`src/design/rgcd_pkg.sv`:
```
`default_nettype none
package rgcd_pkg;

    // Width of one sequence value and of the result.
    localparam int VALUE_WIDTH = 31;
    // Stream data width: the value filled up to whole bytes.
    localparam int TDATA_WIDTH = ((VALUE_WIDTH + 7) / 8) * 8;
    // The common power of two of two nonzero values is below VALUE_WIDTH.
    localparam int SHIFT_WIDTH = $clog2(VALUE_WIDTH);

    typedef logic [VALUE_WIDTH-1:0] t_value;
    typedef logic [SHIFT_WIDTH-1:0] t_shift;

    // Controller states.
    typedef enum logic [1:0] {
        ST_IDLE,
        ST_RUN,
        ST_FINISH
    } t_state;

    // Commands from the controller to the datapath.
    typedef struct packed {
        logic load;    // capture an accepted request
        logic step;    // one reduction step of the GCD unit
        logic commit;  // write the reduced value into the running result
        logic emit;    // copy the running result to the output register
    } t_dp_cmd;

    // Status from the datapath to the controller.
    typedef struct packed {
        logic done;    // one operand has reached zero
        logic last;    // the captured request ends its sequence
    } t_dp_status;

endpackage
`default_nettype wire

```
`src/design/rgcd_ctrl.sv`:
```
`default_nettype none
module rgcd_ctrl (
    input  wire                  i_clk,
    input  wire                  i_rst_n,
    input  wire                  i_s_tvalid,
    input  wire                  i_first,
    input  wire                  i_m_tready,
    input  rgcd_pkg::t_dp_status i_status,
    output logic                 o_s_tready,
    output logic                 o_m_tvalid,
    output rgcd_pkg::t_dp_cmd    o_cmd
);
    import rgcd_pkg::*;

    t_state r_state;
    t_state n_state;
    logic   r_out_valid;
    logic   n_out_valid;
    logic   w_out_free;
    logic   w_accept;

    assign w_out_free = !r_out_valid || i_m_tready;
    assign w_accept   = i_s_tvalid && (r_state == ST_IDLE);

    // Next state.
    always_comb begin
        n_state = r_state;
        case (r_state)
            ST_IDLE: begin
                if (w_accept) begin
                    n_state = i_first ? ST_FINISH : ST_RUN;
                end
            end
            ST_RUN: begin
                if (i_status.done) begin
                    n_state = ST_FINISH;
                end
            end
            ST_FINISH: begin
                if (!i_status.last || w_out_free) begin
                    n_state = ST_IDLE;
                end
            end
            default: n_state = ST_IDLE;
        endcase
    end

    // Outputs and datapath commands.
    always_comb begin
        o_cmd      = '0;
        o_s_tready = 1'b0;
        case (r_state)
            ST_IDLE: begin
                o_s_tready = 1'b1;
                o_cmd.load = w_accept;
            end
            ST_RUN: begin
                o_cmd.step   = !i_status.done;
                o_cmd.commit = i_status.done;
            end
            ST_FINISH: begin
                o_cmd.emit = i_status.last && w_out_free;
            end
            default: begin
                o_cmd      = '0;
                o_s_tready = 1'b0;
            end
        endcase
    end

    // Output valid: set when a result is written, cleared when it is taken.
    always_comb begin
        n_out_valid = r_out_valid;
        if (o_cmd.emit) begin
            n_out_valid = 1'b1;
        end else if (i_m_tready) begin
            n_out_valid = 1'b0;
        end
    end

    always_ff @(posedge i_clk) begin
        if (!i_rst_n) begin
            r_state     <= ST_IDLE;
            r_out_valid <= 1'b0;
        end else begin
            r_state     <= n_state;
            r_out_valid <= n_out_valid;
        end
    end

    assign o_m_tvalid = r_out_valid;

endmodule
`default_nettype wire

```
`src/design/rgcd_dp.sv`:
```
`default_nettype none
module rgcd_dp (
    input  wire                  i_clk,
    input  wire                  i_rst_n,
    input  rgcd_pkg::t_dp_cmd    i_cmd,
    input  rgcd_pkg::t_value     i_value,
    input  wire                  i_first,
    input  wire                  i_last,
    output rgcd_pkg::t_dp_status o_status,
    output rgcd_pkg::t_value     o_result
);
    import rgcd_pkg::*;

    t_value r_running;
    t_value n_running;
    t_value r_a;
    t_value n_a;
    t_value r_b;
    t_value n_b;
    t_shift r_k;
    t_shift n_k;
    logic   r_last;
    t_value r_result;
    t_value w_reduced;
    t_value w_diff_ab;
    t_value w_diff_ba;

    // Once one operand is zero the other, scaled by the common power of two,
    // is the GCD.
    assign w_reduced = (r_a | r_b) << r_k;
    assign w_diff_ab = r_a - r_b;
    assign w_diff_ba = r_b - r_a;

    // Binary GCD step: strip common twos, strip twos of one operand, or
    // replace the larger odd operand by half the difference.
    always_comb begin
        n_a = r_a;
        n_b = r_b;
        n_k = r_k;
        if (i_cmd.load) begin
            n_a = r_running;
            n_b = i_value;
            n_k = '0;
        end else if (i_cmd.step) begin
            if (!r_a[0] && !r_b[0]) begin
                n_a = r_a >> 1;
                n_b = r_b >> 1;
                n_k = r_k + t_shift'(1);
            end else if (!r_a[0]) begin
                n_a = r_a >> 1;
            end else if (!r_b[0]) begin
                n_b = r_b >> 1;
            end else if (r_a >= r_b) begin
                n_a = w_diff_ab >> 1;
            end else begin
                n_b = w_diff_ba >> 1;
            end
        end
    end

    // Running result: a first request loads its value, a reduction replaces it.
    always_comb begin
        n_running = r_running;
        if (i_cmd.load && i_first) begin
            n_running = i_value;
        end else if (i_cmd.commit) begin
            n_running = w_reduced;
        end
    end

    always_ff @(posedge i_clk) begin
        if (!i_rst_n) begin
            r_running <= '0;
        end else begin
            r_running <= n_running;
        end
    end

    // Operands, flags and output data.
    always_ff @(posedge i_clk) begin
        r_a <= n_a;
        r_b <= n_b;
        r_k <= n_k;
        if (i_cmd.load) begin
            r_last <= i_last;
        end
        if (i_cmd.emit) begin
            r_result <= r_running;
        end
    end

    assign o_status.done = (r_a == '0) || (r_b == '0);
    assign o_status.last = r_last;
    assign o_result      = r_result;

endmodule
`default_nettype wire

```
`src/design/running_gcd_sequence.sv`:
```
`default_nettype none
// Running GCD of a stream of unsigned values. A request with tuser (first
// flag) set loads its value as the running result; every other request
// reduces the running result with its value by a binary GCD unit that does
// one shift or one subtract-and-shift per cycle. A request with tlast set
// yields one result, the GCD of the sequence so far, on the master side.
// Zero values in requests without the first flag leave the running result
// unchanged. A first request skips the GCD unit; any other request runs its
// GCD steps one after another on that single shared step unit.
// The next request is accepted while a finished result still waits in the
// output register; a last request waits only if that register is still full.
module running_gcd_sequence (
    input  wire                              i_clk,
    input  wire                              i_rst_n,
    input  wire                              i_s_tvalid,
    output logic                             o_s_tready,
    // tdata: value [30:0], zero fill above.
    input  wire  [rgcd_pkg::TDATA_WIDTH-1:0] i_s_tdata,
    input  wire                              i_s_tlast,
    // tuser: first_item [0].
    input  wire                              i_s_tuser,
    output logic                             o_m_tvalid,
    input  wire                              i_m_tready,
    // tdata: gcd_value [30:0], zero fill above.
    output logic [rgcd_pkg::TDATA_WIDTH-1:0] o_m_tdata
);
    import rgcd_pkg::*;

    t_dp_cmd    w_cmd;
    t_dp_status w_status;
    t_value     w_result;

    rgcd_ctrl u_ctrl (
        .i_clk      (i_clk),
        .i_rst_n    (i_rst_n),
        .i_s_tvalid (i_s_tvalid),
        .i_first    (i_s_tuser),
        .i_m_tready (i_m_tready),
        .i_status   (w_status),
        .o_s_tready (o_s_tready),
        .o_m_tvalid (o_m_tvalid),
        .o_cmd      (w_cmd)
    );

    rgcd_dp u_dp (
        .i_clk    (i_clk),
        .i_rst_n  (i_rst_n),
        .i_cmd    (w_cmd),
        .i_value  (i_s_tdata[VALUE_WIDTH-1:0]),
        .i_first  (i_s_tuser),
        .i_last   (i_s_tlast),
        .o_status (w_status),
        .o_result (w_result)
    );

    assign o_m_tdata = TDATA_WIDTH'(w_result);

endmodule
`default_nettype wire

```
`config.mk`:
```
export PLATFORM = sky130hd
export DESIGN_NAME = running_gcd_sequence
export DESIGN_NICKNAME = d
export VERILOG_FILES = /design/src/design/rgcd_pkg.sv /design/src/design/rgcd_ctrl.sv /design/src/design/rgcd_dp.sv /design/src/design/running_gcd_sequence.sv
export SDC_FILE = /design/constraint.sdc
export NUM_CORES = 1
export LEC_CHECK = 0
export BUFFER_PORTS_ARGS = -buffer_cell sky130_fd_sc_hd__clkbuf_2
export CORE_MARGIN = 2
export CORE_UTILIZATION = 50
export CTS_CLUSTER_DIAMETER = 60
export DETAILED_ROUTE_END_ITERATION = 6
export HOLD_SLACK_MARGIN = 0.06
export PLACE_DENSITY_LB_ADDON = 0.1
export SKIP_LAST_GASP = 1
export SYNTH_ARGS = -nofsm -noshare
export SYNTH_HDL_FRONTEND = slang
export SYNTH_SLANG_ARGS = --single-unit
```
`constraint.sdc`:
```
create_clock -name i_clk -period 14.3 [get_ports i_clk]
set_input_delay 2.145 -clock i_clk [delete_from_list [all_inputs] [get_ports i_clk]]
set_output_delay 2.145 -clock i_clk [all_outputs]
set_load 0.03 [all_outputs]
```
Word level (Yosys, flattened, before mapping) --
Index checks and enable logic that the tools add are counted.
Storage, ports and cells: register bits 133, memory bits (writable) 0, word-level logic and storage cells 73, memory bits (read-only) 0, memories 0, latch bits 0, input bits 38
Cells by class: multiply operators 0, muxes and demuxes 25, divide/modulo/power cells 0, reductions and logical operators 24, eq/ne operators 8, order comparisons 1, shift operators 1, bitwise operators 1, add/sub/neg operators 3
Operators with widths (count):
- 31-bit two-way mux | 14
- 31-bit logical NOT | 2
- 31-bit subtractor | 2
- 31-bit greater-or-equal comparator | 1
- 31-bit bitwise OR | 1
- 31-bit by 5-bit left shift with 31-bit output | 1
- 4-bit by 3-bit inequality test with 1-bit output (second input constant) | 3
- 2-bit two-way mux | 5
- 3-bit AND reduction | 3
- 2-bit by 1-bit inequality test with 1-bit output (second input constant) | 3
- 2-bit one-hot mux with 3 select lines | 1
- 2-bit nonzero test | 3
- 5-bit by 1-bit adder with 5-bit output (second input constant) | 1
- 1-bit logical NOT | 5
- 1-bit two-way mux | 5
- 1-bit logical AND | 4
- 2-bit AND reduction | 2
- 1-bit logical OR | 3
- 3-bit nonzero test | 1
- 2-bit by 1-bit equality test with 1-bit output (second input constant) | 1
- 2-bit equality test (second input constant) | 1
- 2-bit logical NOT | 1

Longest topological paths before layout --
Gate-level depths: netlist of the first run.
word-level depth 7, gate-level depth with buffers 14, depth with buffers taken out 12

By module --
A second synthesis of the first run with hierarchy kept.
Unflattened totals: cell total of the unflattened synthesis 1297, area, all modules 11492.3 um2
Modules (own cells, without submodules):
- rgcd_dp | times used 1, cells an instance 1275, seq. area each 3543.4 um2, area each 11295.8 um2
- rgcd_ctrl | times used 1, cells an instance 20, seq. area each 60.1 um2, area each 185.2 um2
- running_gcd_sequence | times used 1, cells an instance 2, seq. area each 0.0 um2, area each 11.3 um2

Least setup slack after synthesis of the first run --
No wires, ideal clock.
path kind reg-to-reg, from reg u_dp.r_b[6], to reg u_dp.r_a[10], enable pin, stages on the path, launching flop included 14, setup time 0.459 ns, required time 13.841 ns, setup slack 8.912 ns, data arrival time 4.930 ns, path through edfxtp_1 > inv_1 > ha_1 > buf_4 > or3_4 > or4_1 > nor4_1 > a2111oi_0 > o221ai_1 > a41o_2 > buf_2 > nor2_1 > o21a_1 > o21ai_0
Between the ends: word-level cells in the longest chain between the ends 6, elaborated cells between the ends (all ways) 8
RTL lines:
- start, declared | RTL line rgcd_dp.sv:18 | t_value r_b;
- start signal, assigned | RTL line rgcd_dp.sv:82 | r_b <= n_b;
- branches (longest 5 deep; another with 31-bit greater-or-equal comparator)
- 3-bit AND reduction (no line) *
- end signal, assigned | RTL line rgcd_dp.sv:81 | r_a <= n_a;
- end, declared | RTL line rgcd_dp.sv:16 | t_value r_a;
Every way passes the cells marked *. A chain may end at the register's enable or synchronous reset.

Final worst setup path of the first run --
from reg u_dp.r_a[26], to reg u_dp.r_a[28] (data pin)
Between the ends: word-level cells in the longest chain between the ends 7
RTL lines:
- 31-bit subtractor | RTL line rgcd_dp.sv:31 | assign w_diff_ab = r_a - r_b;
- 31-bit two-way mux | RTL line rgcd_dp.sv:53 | end else if (r_a >= r_b) begin
- 31-bit two-way mux | RTL line rgcd_dp.sv:51 | end else if (!r_b[0]) begin
- 31-bit two-way mux | RTL line rgcd_dp.sv:49 | end else if (!r_a[0]) begin
- 31-bit two-way mux | RTL line rgcd_dp.sv:45 | if (!r_a[0] && !r_b[0]) begin
- 31-bit two-way mux | RTL line rgcd_dp.sv:44 | end else if (i_cmd.step) begin
- 31-bit two-way mux | RTL line rgcd_dp.sv:40 | if (i_cmd.load) begin
- via u_dp.n_a[28] | RTL line rgcd_dp.sv:17 | t_value n_a;
The timed path passes the listed nets, and every way through them passes these cells. The select of a mux whose other input is x is not followed.

==> impl_metrics.toml, run 1 <==
[timing]
fin_crit_sh_pct = 36.8
max-slew-margin-rel_pct = 19.8
setup_viol = 0
hold_viol_final = 0
tightest_slew_ns = 1.20
clock-skew-final_ns = 0.0128
finalMaxSlewViolations = 0
fin_tns_setup_ns = 0
hold_slack_ns = 0.461
min_period_ns = 5.26
rsz0062_at_grt = "no"
fmaxAchievable_mhz = 190

[hold_path]
hp-class = "flip-flop to flip-flop"
hold-path-endpoint = "u_dp.o_result[30]"
holdCritStartpoint = "u_dp.r_running[30]"
hold_depth = 0

[synthesis]
yosysSeqAreaShare_pct = 32.3
synthAdderAreaFrac_pct = 10.9
syn_inst = 1338
synth_edf_count = 94
yosys_warnings = 0
yosys_most_used_dff = "edfxtp_1"
synth_area_um2 = 11100
synthSimpleGateAreaFrac_pct = 17.7
syn_nets = 1472
synth_top_family_by_area = "compound AO/OA/AOI/OAI gates"
synth_compound_area_share_pct = 21.0
syn_avg_cell_area_um2 = 8.33
muxShareOfSynthArea_pct = 6.56
async_reset_ff_share_pct = 0
synth_seq_cells = 133
ys_types = 69
synth-xor-area-share_pct = 4.64

[global_routing]
antenna_found_initial = 0
track_usage_pct = 32.1
grt_max_degree = 86
grt_pass1_vias = 9443
overflow = 0
grt_pass1_wl_mm = 57.5

[critical_path]
worstSetupPathType = "flip-flop to flip-flop"
reg2regPathDepth = 11
start_kind = "flip-flop"
crit_path_end_kind = "flip-flop"
required_ns = 14.56
rrSetupSlack_ns = 9.04
worstPathMaxFanout = 23
cp.arrival_ns = 5.52
r2r-end = "u_dp.r_a[28]"
reg2reg_from = "u_dp.r_a[26]"

[layout]
n_antenna_cell = 0
multi_input_area_um2 = 6800
final_common_cell = "nor2_1"
drive_gt1_share_pct = 10.4
seq_area_um2 = 3600
area_growth_syn_to_layout_pct = 9.15
final_cell_mix = "nor2_1 (173), a21oi_1 (117), nand2_1 (107), inv_1 (107)"
nets = 1488
fill_cells = 2059

[pwr]
pwr-share-clk_pct = 21.3
p_leak_nw = 4.97
powerDensity_nw_per_um2 = 165
seqPwrFrac_pct = 27.4
finalPower_w = 0.00200
p_comb_share_pct = 51.3
irDropWorstVdd_mv = 0.0639
switching_share_pct = 46.1
intPower_w = 0.00108
p_sw_w = 0.000923

[clock_network]
cts_tree = "yes"
post_cts_resized = 0
htree_num_levels = 4
cts.sinks = 133
cts_buffers = 17
worstSkewPairLatency_ns = 0.44
clockBufferDepth = 2
cts_setup_buffers = 0
cts-root-buf = "clkbuf_16"
clk_pin_slew_worst_paths_ns = 0.07
cts_hold_buf = 0

[die]
num_io_pins = 72
fp.dieW_um = 153
die_area_um2 = 23500
core.rowCount = 54
start_util_pct = 51.1
coreArea_um2 = 21800
dieHeight_um = 153

[flow_run]
max_cap_violations = 0

[route]
drt-total-wl_mm = 38.1
wl_per_cell_um = 23.2
drc_errors = 0
viasPerCell = 6.34
ant_nets = 0
drt_iter0_markers = 1260
drt_pass1_iterations = 6
vias = 10400

[placed_design]
hpwlAfterDp_mm = 29.8
io_buffers = 69
place_congestion = 0.932

[run_status]
status = "complete, no violations"
critical path, cell delays in order, from the launching register on:
cell       delay [ns]
edfxtp_1         0.45
inv_1            0.09
ha_1             0.50
or4_1            0.61
or4_1            0.46
nor4_1           0.50
a2111oi_0        0.17
o221ai_1         0.22
a41o_2           0.51
and3_1           0.94
nand2_2          0.30
o21ai_0          0.29
cells by family after synthesis:
logic type,Yosys count
other,1
DFF,133
xor gates and xnor gates,59
adders and majority gates,96
buffers and inverters,195
AOI/OAI and AO/OA,361
muxes,59
and+or+nand+nor,434
metal layers:
| layer | global-route usage, % | share of wire, % | vias to the layer above |
|---|---|---|---|
| met5 | 0 | 0 | - |
| met4 | 10.9 | 3.1 | 0 |
| met3 | 6.49 | 10 | 73 |
| met2 | 45.5 | 42 | 570 |
| met1 | 48.4 | 45 | 4955 |
| li1 | - | - | 4848 |
synthesized netlist by cell type, types with 13 or more instances:
cell type | n | area [µm²]
o31ai_1 | 13 | 97.6
nor3_1 | 45 | 225
xnor2_1 | 54 | 473
mux2i_1 | 46 | 460
dfxtp_1 | 39 | 781
a21oi_1 | 117 | 586
ha_1 | 94 | 1180
a221oi_1 | 41 | 359
edfxtp_1 | 94 | 2820
inv_1 | 108 | 405
nor4_1 | 28 | 175
o21bai_1 | 14 | 105
o22ai_1 | 16 | 100
clkbuf_1 | 62 | 233
o21ai_0 | 65 | 325
nand2_1 | 107 | 402
nor2_1 | 173 | 649
a211oi_1 | 20 | 150
how the worst max path moves through the flow:
stage / end / startpoint / slack, ns
5_1_grt: u_dp.r_a[24] / u_dp.r_a[26] / 8.97
3_5_place_dp: u_dp.r_a[28] / u_dp.r_b[26] / 9.18
4_1_cts: u_dp.r_a[28] / u_dp.r_b[26] / 9.13
3_3_place_gp: u_dp.r_a[24] / u_dp.r_a[26] / 9.20
2_1_floorplan: u_dp.r_a[10] / u_dp.r_b[6] / 8.91
6_report: u_dp.r_a[28] / u_dp.r_a[26] / 9.04
flip-flops by register name, summed over array words and instances, names as in the netlist:
| register | flops |
|---|---|
| u_dp.o_result | 31 |
| u_dp.r_a | 31 |
| u_dp.r_b | 31 |
| u_dp.r_running | 31 |
| u_dp.r_k | 5 |
| u_ctrl.r_state | 2 |
| u_ctrl.o_m_tvalid | 1 |
| u_dp.r_last | 1 |
cell type report:
cell class              count  area share [%]
multi-input cells        1010            55.9
flip-flops and latches    133            29.6
repair buffers             80            3.52
clock buffers              17            3.50
inverters                 112            3.46
well taps                 280            2.88
clock inverters            15            1.11
power groups by stage:
stage | clock network (W) | logic (W) | registers [W]
final | 0.000427 | 0.00103 | 0.000548
after global placement | 0 | 0.000995 | 0.000550
after detailed placement | 0 | 0.000993 | 0.000552
after CTS | 0.000428 | 0.000998 | 0.000544
after floorplan | 0 | 0.000722 | 0.000524
after global routing | 0.000447 | 0.00111 | 0.000551
metrics by stage:
step	instance area (µm²)	util [%]	setup slack, ns	instances
floorplan	11100	-	8.91	1338
global placement	11600	53.2	9.20	1615
detailed placement	11600	53.2	9.18	1615
CTS	12200	55.7	9.13	1647
global route	12200	55.7	8.97	1647
finish	12200	55.7	9.04	1647
(Power assumes the default switching activity.)
==> inputs of run 2 (changes only) <==
--- a/config.mk
+++ b/config.mk
@@ -5,6 +5,7 @@
 export SDC_FILE = /design/constraint.sdc
 export NUM_CORES = 1
 export LEC_CHECK = 0
+export ABC_AREA = 1
 export BUFFER_PORTS_ARGS = -buffer_cell sky130_fd_sc_hd__clkbuf_2
 export CORE_MARGIN = 2
 export CORE_UTILIZATION = 50
==> constraint.sdc (replaced) <==
create_clock -name i_clk -period 5.4 [get_ports i_clk]
set_input_delay 0.81 -clock i_clk [delete_from_list [all_inputs] [get_ports i_clk]]
set_output_delay 0.81 -clock i_clk [all_outputs]
set_load 0.03 [all_outputs]
==> impl_metrics.toml, run 2 <==
[layout]
drive_gt1_share_pct = 7.58
stdcell_count = 2389
final_common_cell = "nand2_1"
nets = 2180
finalInstanceArea_um2 = 13800
area_growth_syn_to_layout_pct = 9.34
n_antenna_cell = 0
final_cell_mix = "nand2_1 (626), inv_1 (293), nor2_1 (221)"

[synthesis]
synth_largest_area_cell = "edfxtp_1"
synth_seq_cells = 133
synthTopCellsByArea = "edfxtp_1 (22%), nand2_1 (19%), ha_1 (9.4%)"
synth_area_um2 = 12600
synth_compound_area_share_pct = 12.8
synthSimpleGateAreaFrac_pct = 35.8
syn_inst = 2011
syn_avg_cell_area_um2 = 6.25
synthAdderAreaFrac_pct = 9.67
synth_edf_count = 94
synth-xor-area-share_pct = 1.25
muxShareOfSynthArea_pct = 0.318
async_reset_ff_share_pct = 0
yosysTopAreaCellShare_pct = 22.4
syn_nets = 2145
yosys_most_used_dff = "edfxtp_1"
ys_top_cells_by_count = "nand2_1 (627), inv_1 (293), nor2_1 (224), o21ai_0 (164), nand3_1 (139)"
yosysSeqAreaShare_pct = 28.6
synth_top_family_by_area = "simple AND/OR/NAND/NOR gates"
yosys_warnings = 0
ys_types = 44
synth_most_common_cell = "nand2_1"

[route]
drt_pass1_iterations = 7
vias = 13400
ant_nets = 0
viasPerCell = 5.61
drt_iter0_markers = 1695
wl_per_cell_um = 20.5
drt-total-wl_mm = 49.0
drc_errors = 1

[global_routing]
track_usage_pct = 37.2
grt_pass1_wl_mm = 72.7
overflow = 0
grt_pass1_vias = 12200
antenna_found_initial = 1
grt_max_degree = 92

[placed_design]
dp.cells = 2357
io_buffers = 69
hpwlAfterDp_mm = 39.2
place_congestion = 0.972
placed_cell_area_um2 = 13200

[timing]
clock-skew-final_ns = 0.0147
max-slew-margin-rel_pct = 13.2
rsz0062_at_grt = "no"
fin_crit_sh_pct = 78.6
min_period_ns = 4.24
tightest_slew_ns = 1.30
setup_viol = 0
fmaxAchievable_mhz = 236
finalMaxSlewViolations = 0
hold_viol_final = 0
fin_tns_setup_ns = 0

[clock_network]
cts.sinks = 133
cts_setup_buffers = 0
clockBufferDepth = 2
cts_buffers = 17
worstSkewPairLatency_ns = 0.44
cts_tree = "yes"
cts_hold_buf = 0
cts-root-buf = "clkbuf_16"
post_cts_resized = 0
clk_pin_slew_worst_paths_ns = 0.07
htree_num_levels = 4

[die]
dieHeight_um = 163
start_util_pct = 50.4
core.rowCount = 58
coreArea_um2 = 25000
die_area_um2 = 26400
num_io_pins = 72
fp.dieW_um = 163

[run_status]
status = "complete, but fails checks"
failed_checks = "DRC"

[pwr]
powerDensity_nw_per_um2 = 492
irDropWorstVdd_mv = 0.239
p_leak_nw = 6.89

[critical_path]
start_kind = "flip-flop"
worstPathMaxFanout = 33
crit_path_end_kind = "flip-flop"
worstSetupPathType = "flip-flop to flip-flop"
required_ns = 5.49
cp.arrival_ns = 4.34

[hold_path]
hp-class = "flip-flop to flip-flop"

[flow_run]
max_cap_violations = 0
-- run 2: path summary, 6_finish.rpt --
kind | from | end | slack, ns | cells past startpoint
worst max-delay path | u_dp.r_b[2] | u_dp.r_b[22] | 1.16 | 15
worst min-delay path | u_dp.r_running[16] | u_dp.o_result[16] | 0.46 | 0
worst max register to register | u_dp.r_b[2] | u_dp.r_b[22] | 1.16 | 15
worst min register to register | u_dp.r_running[16] | u_dp.o_result[16] | 0.46 | 0
-- run 2: final cells by class --
cell class	instances	area [µm²]
Clock inverter	15	150
Multi-Input combinational cell	1508	7560
Inverter	302	1130
Clock buffer	17	425
Fill cell	2636	11200
Sequential cell	133	3600
Timing Repair Buffer	84	470
Tap cell	330	413
-- run 2: power by group --
group,internal (W),switching [W]
registers,0.00133,0.000117
logic,0.00117,0.00297
clock network,0.000618,0.000552
total,0.00312,0.00364
-- run 2: stage by stage --
| stage | hold slack [ns] | utilization [%] | worst slack, ns | total power [W] |
|---|---|---|---|---|
| 2_1_floorplan | 0.425 | - | 1.59 | 0.00415 |
| 4_1_cts | 0.462 | 55.1 | 1.35 | 0.00664 |
| 6_report | 0.460 | 55.1 | 1.16 | 0.00676 |
| 3_5_place_dp | 0.442 | 52.8 | 1.42 | 0.00546 |
| 5_1_grt | 0.465 | 55.1 | 0.972 | 0.00720 |
| 3_3_place_gp | 0.439 | 52.8 | 1.42 | 0.00545 |
-- run 2: routing by layer --
| layer | global-route usage (%) | routed length, µm | up-vias |
|---|---|---|---|
| met5 | 0 | 9 | - |
| met2 | 60.2 | 22400 | 644 |
| met1 | 49.0 | 20400 | 6157 |
| met4 | 17.5 | 2280 | 2 |
| li1 | - | - | 6491 |
| met3 | 5.37 | 3850 | 113 |
-- run 2: cell families (layout without fill, tap and decap cells) --
logic type / count (synthesis) / in the layout
DFF: 133 / 133
other: 1 / 1
buffers and inverters: 370 / 418
muxes: 4 / 4
AOI/OAI and AO/OA: 304 / 304
adders and majority gates: 96 / 96
and+or+nand+nor: 1085 / 1085
xor gates and xnor gates: 18 / 18
-- run 2: worst max-delay path, cell delays in order (launching register included) --
cell	delay (ns)
edfxtp_1	0.40
inv_1	0.28
ha_1	0.34
nor2_2	0.13
nand2_1	0.10
nand3_1	0.25
nand2_1	0.19
nand2_1	0.15
nand2_2	0.11
nand2_2	0.06
nand2_2	0.09
nand3_4	0.36
inv_1	0.28
o22ai_1	0.11
nor2_2	0.50
buf_4	0.47
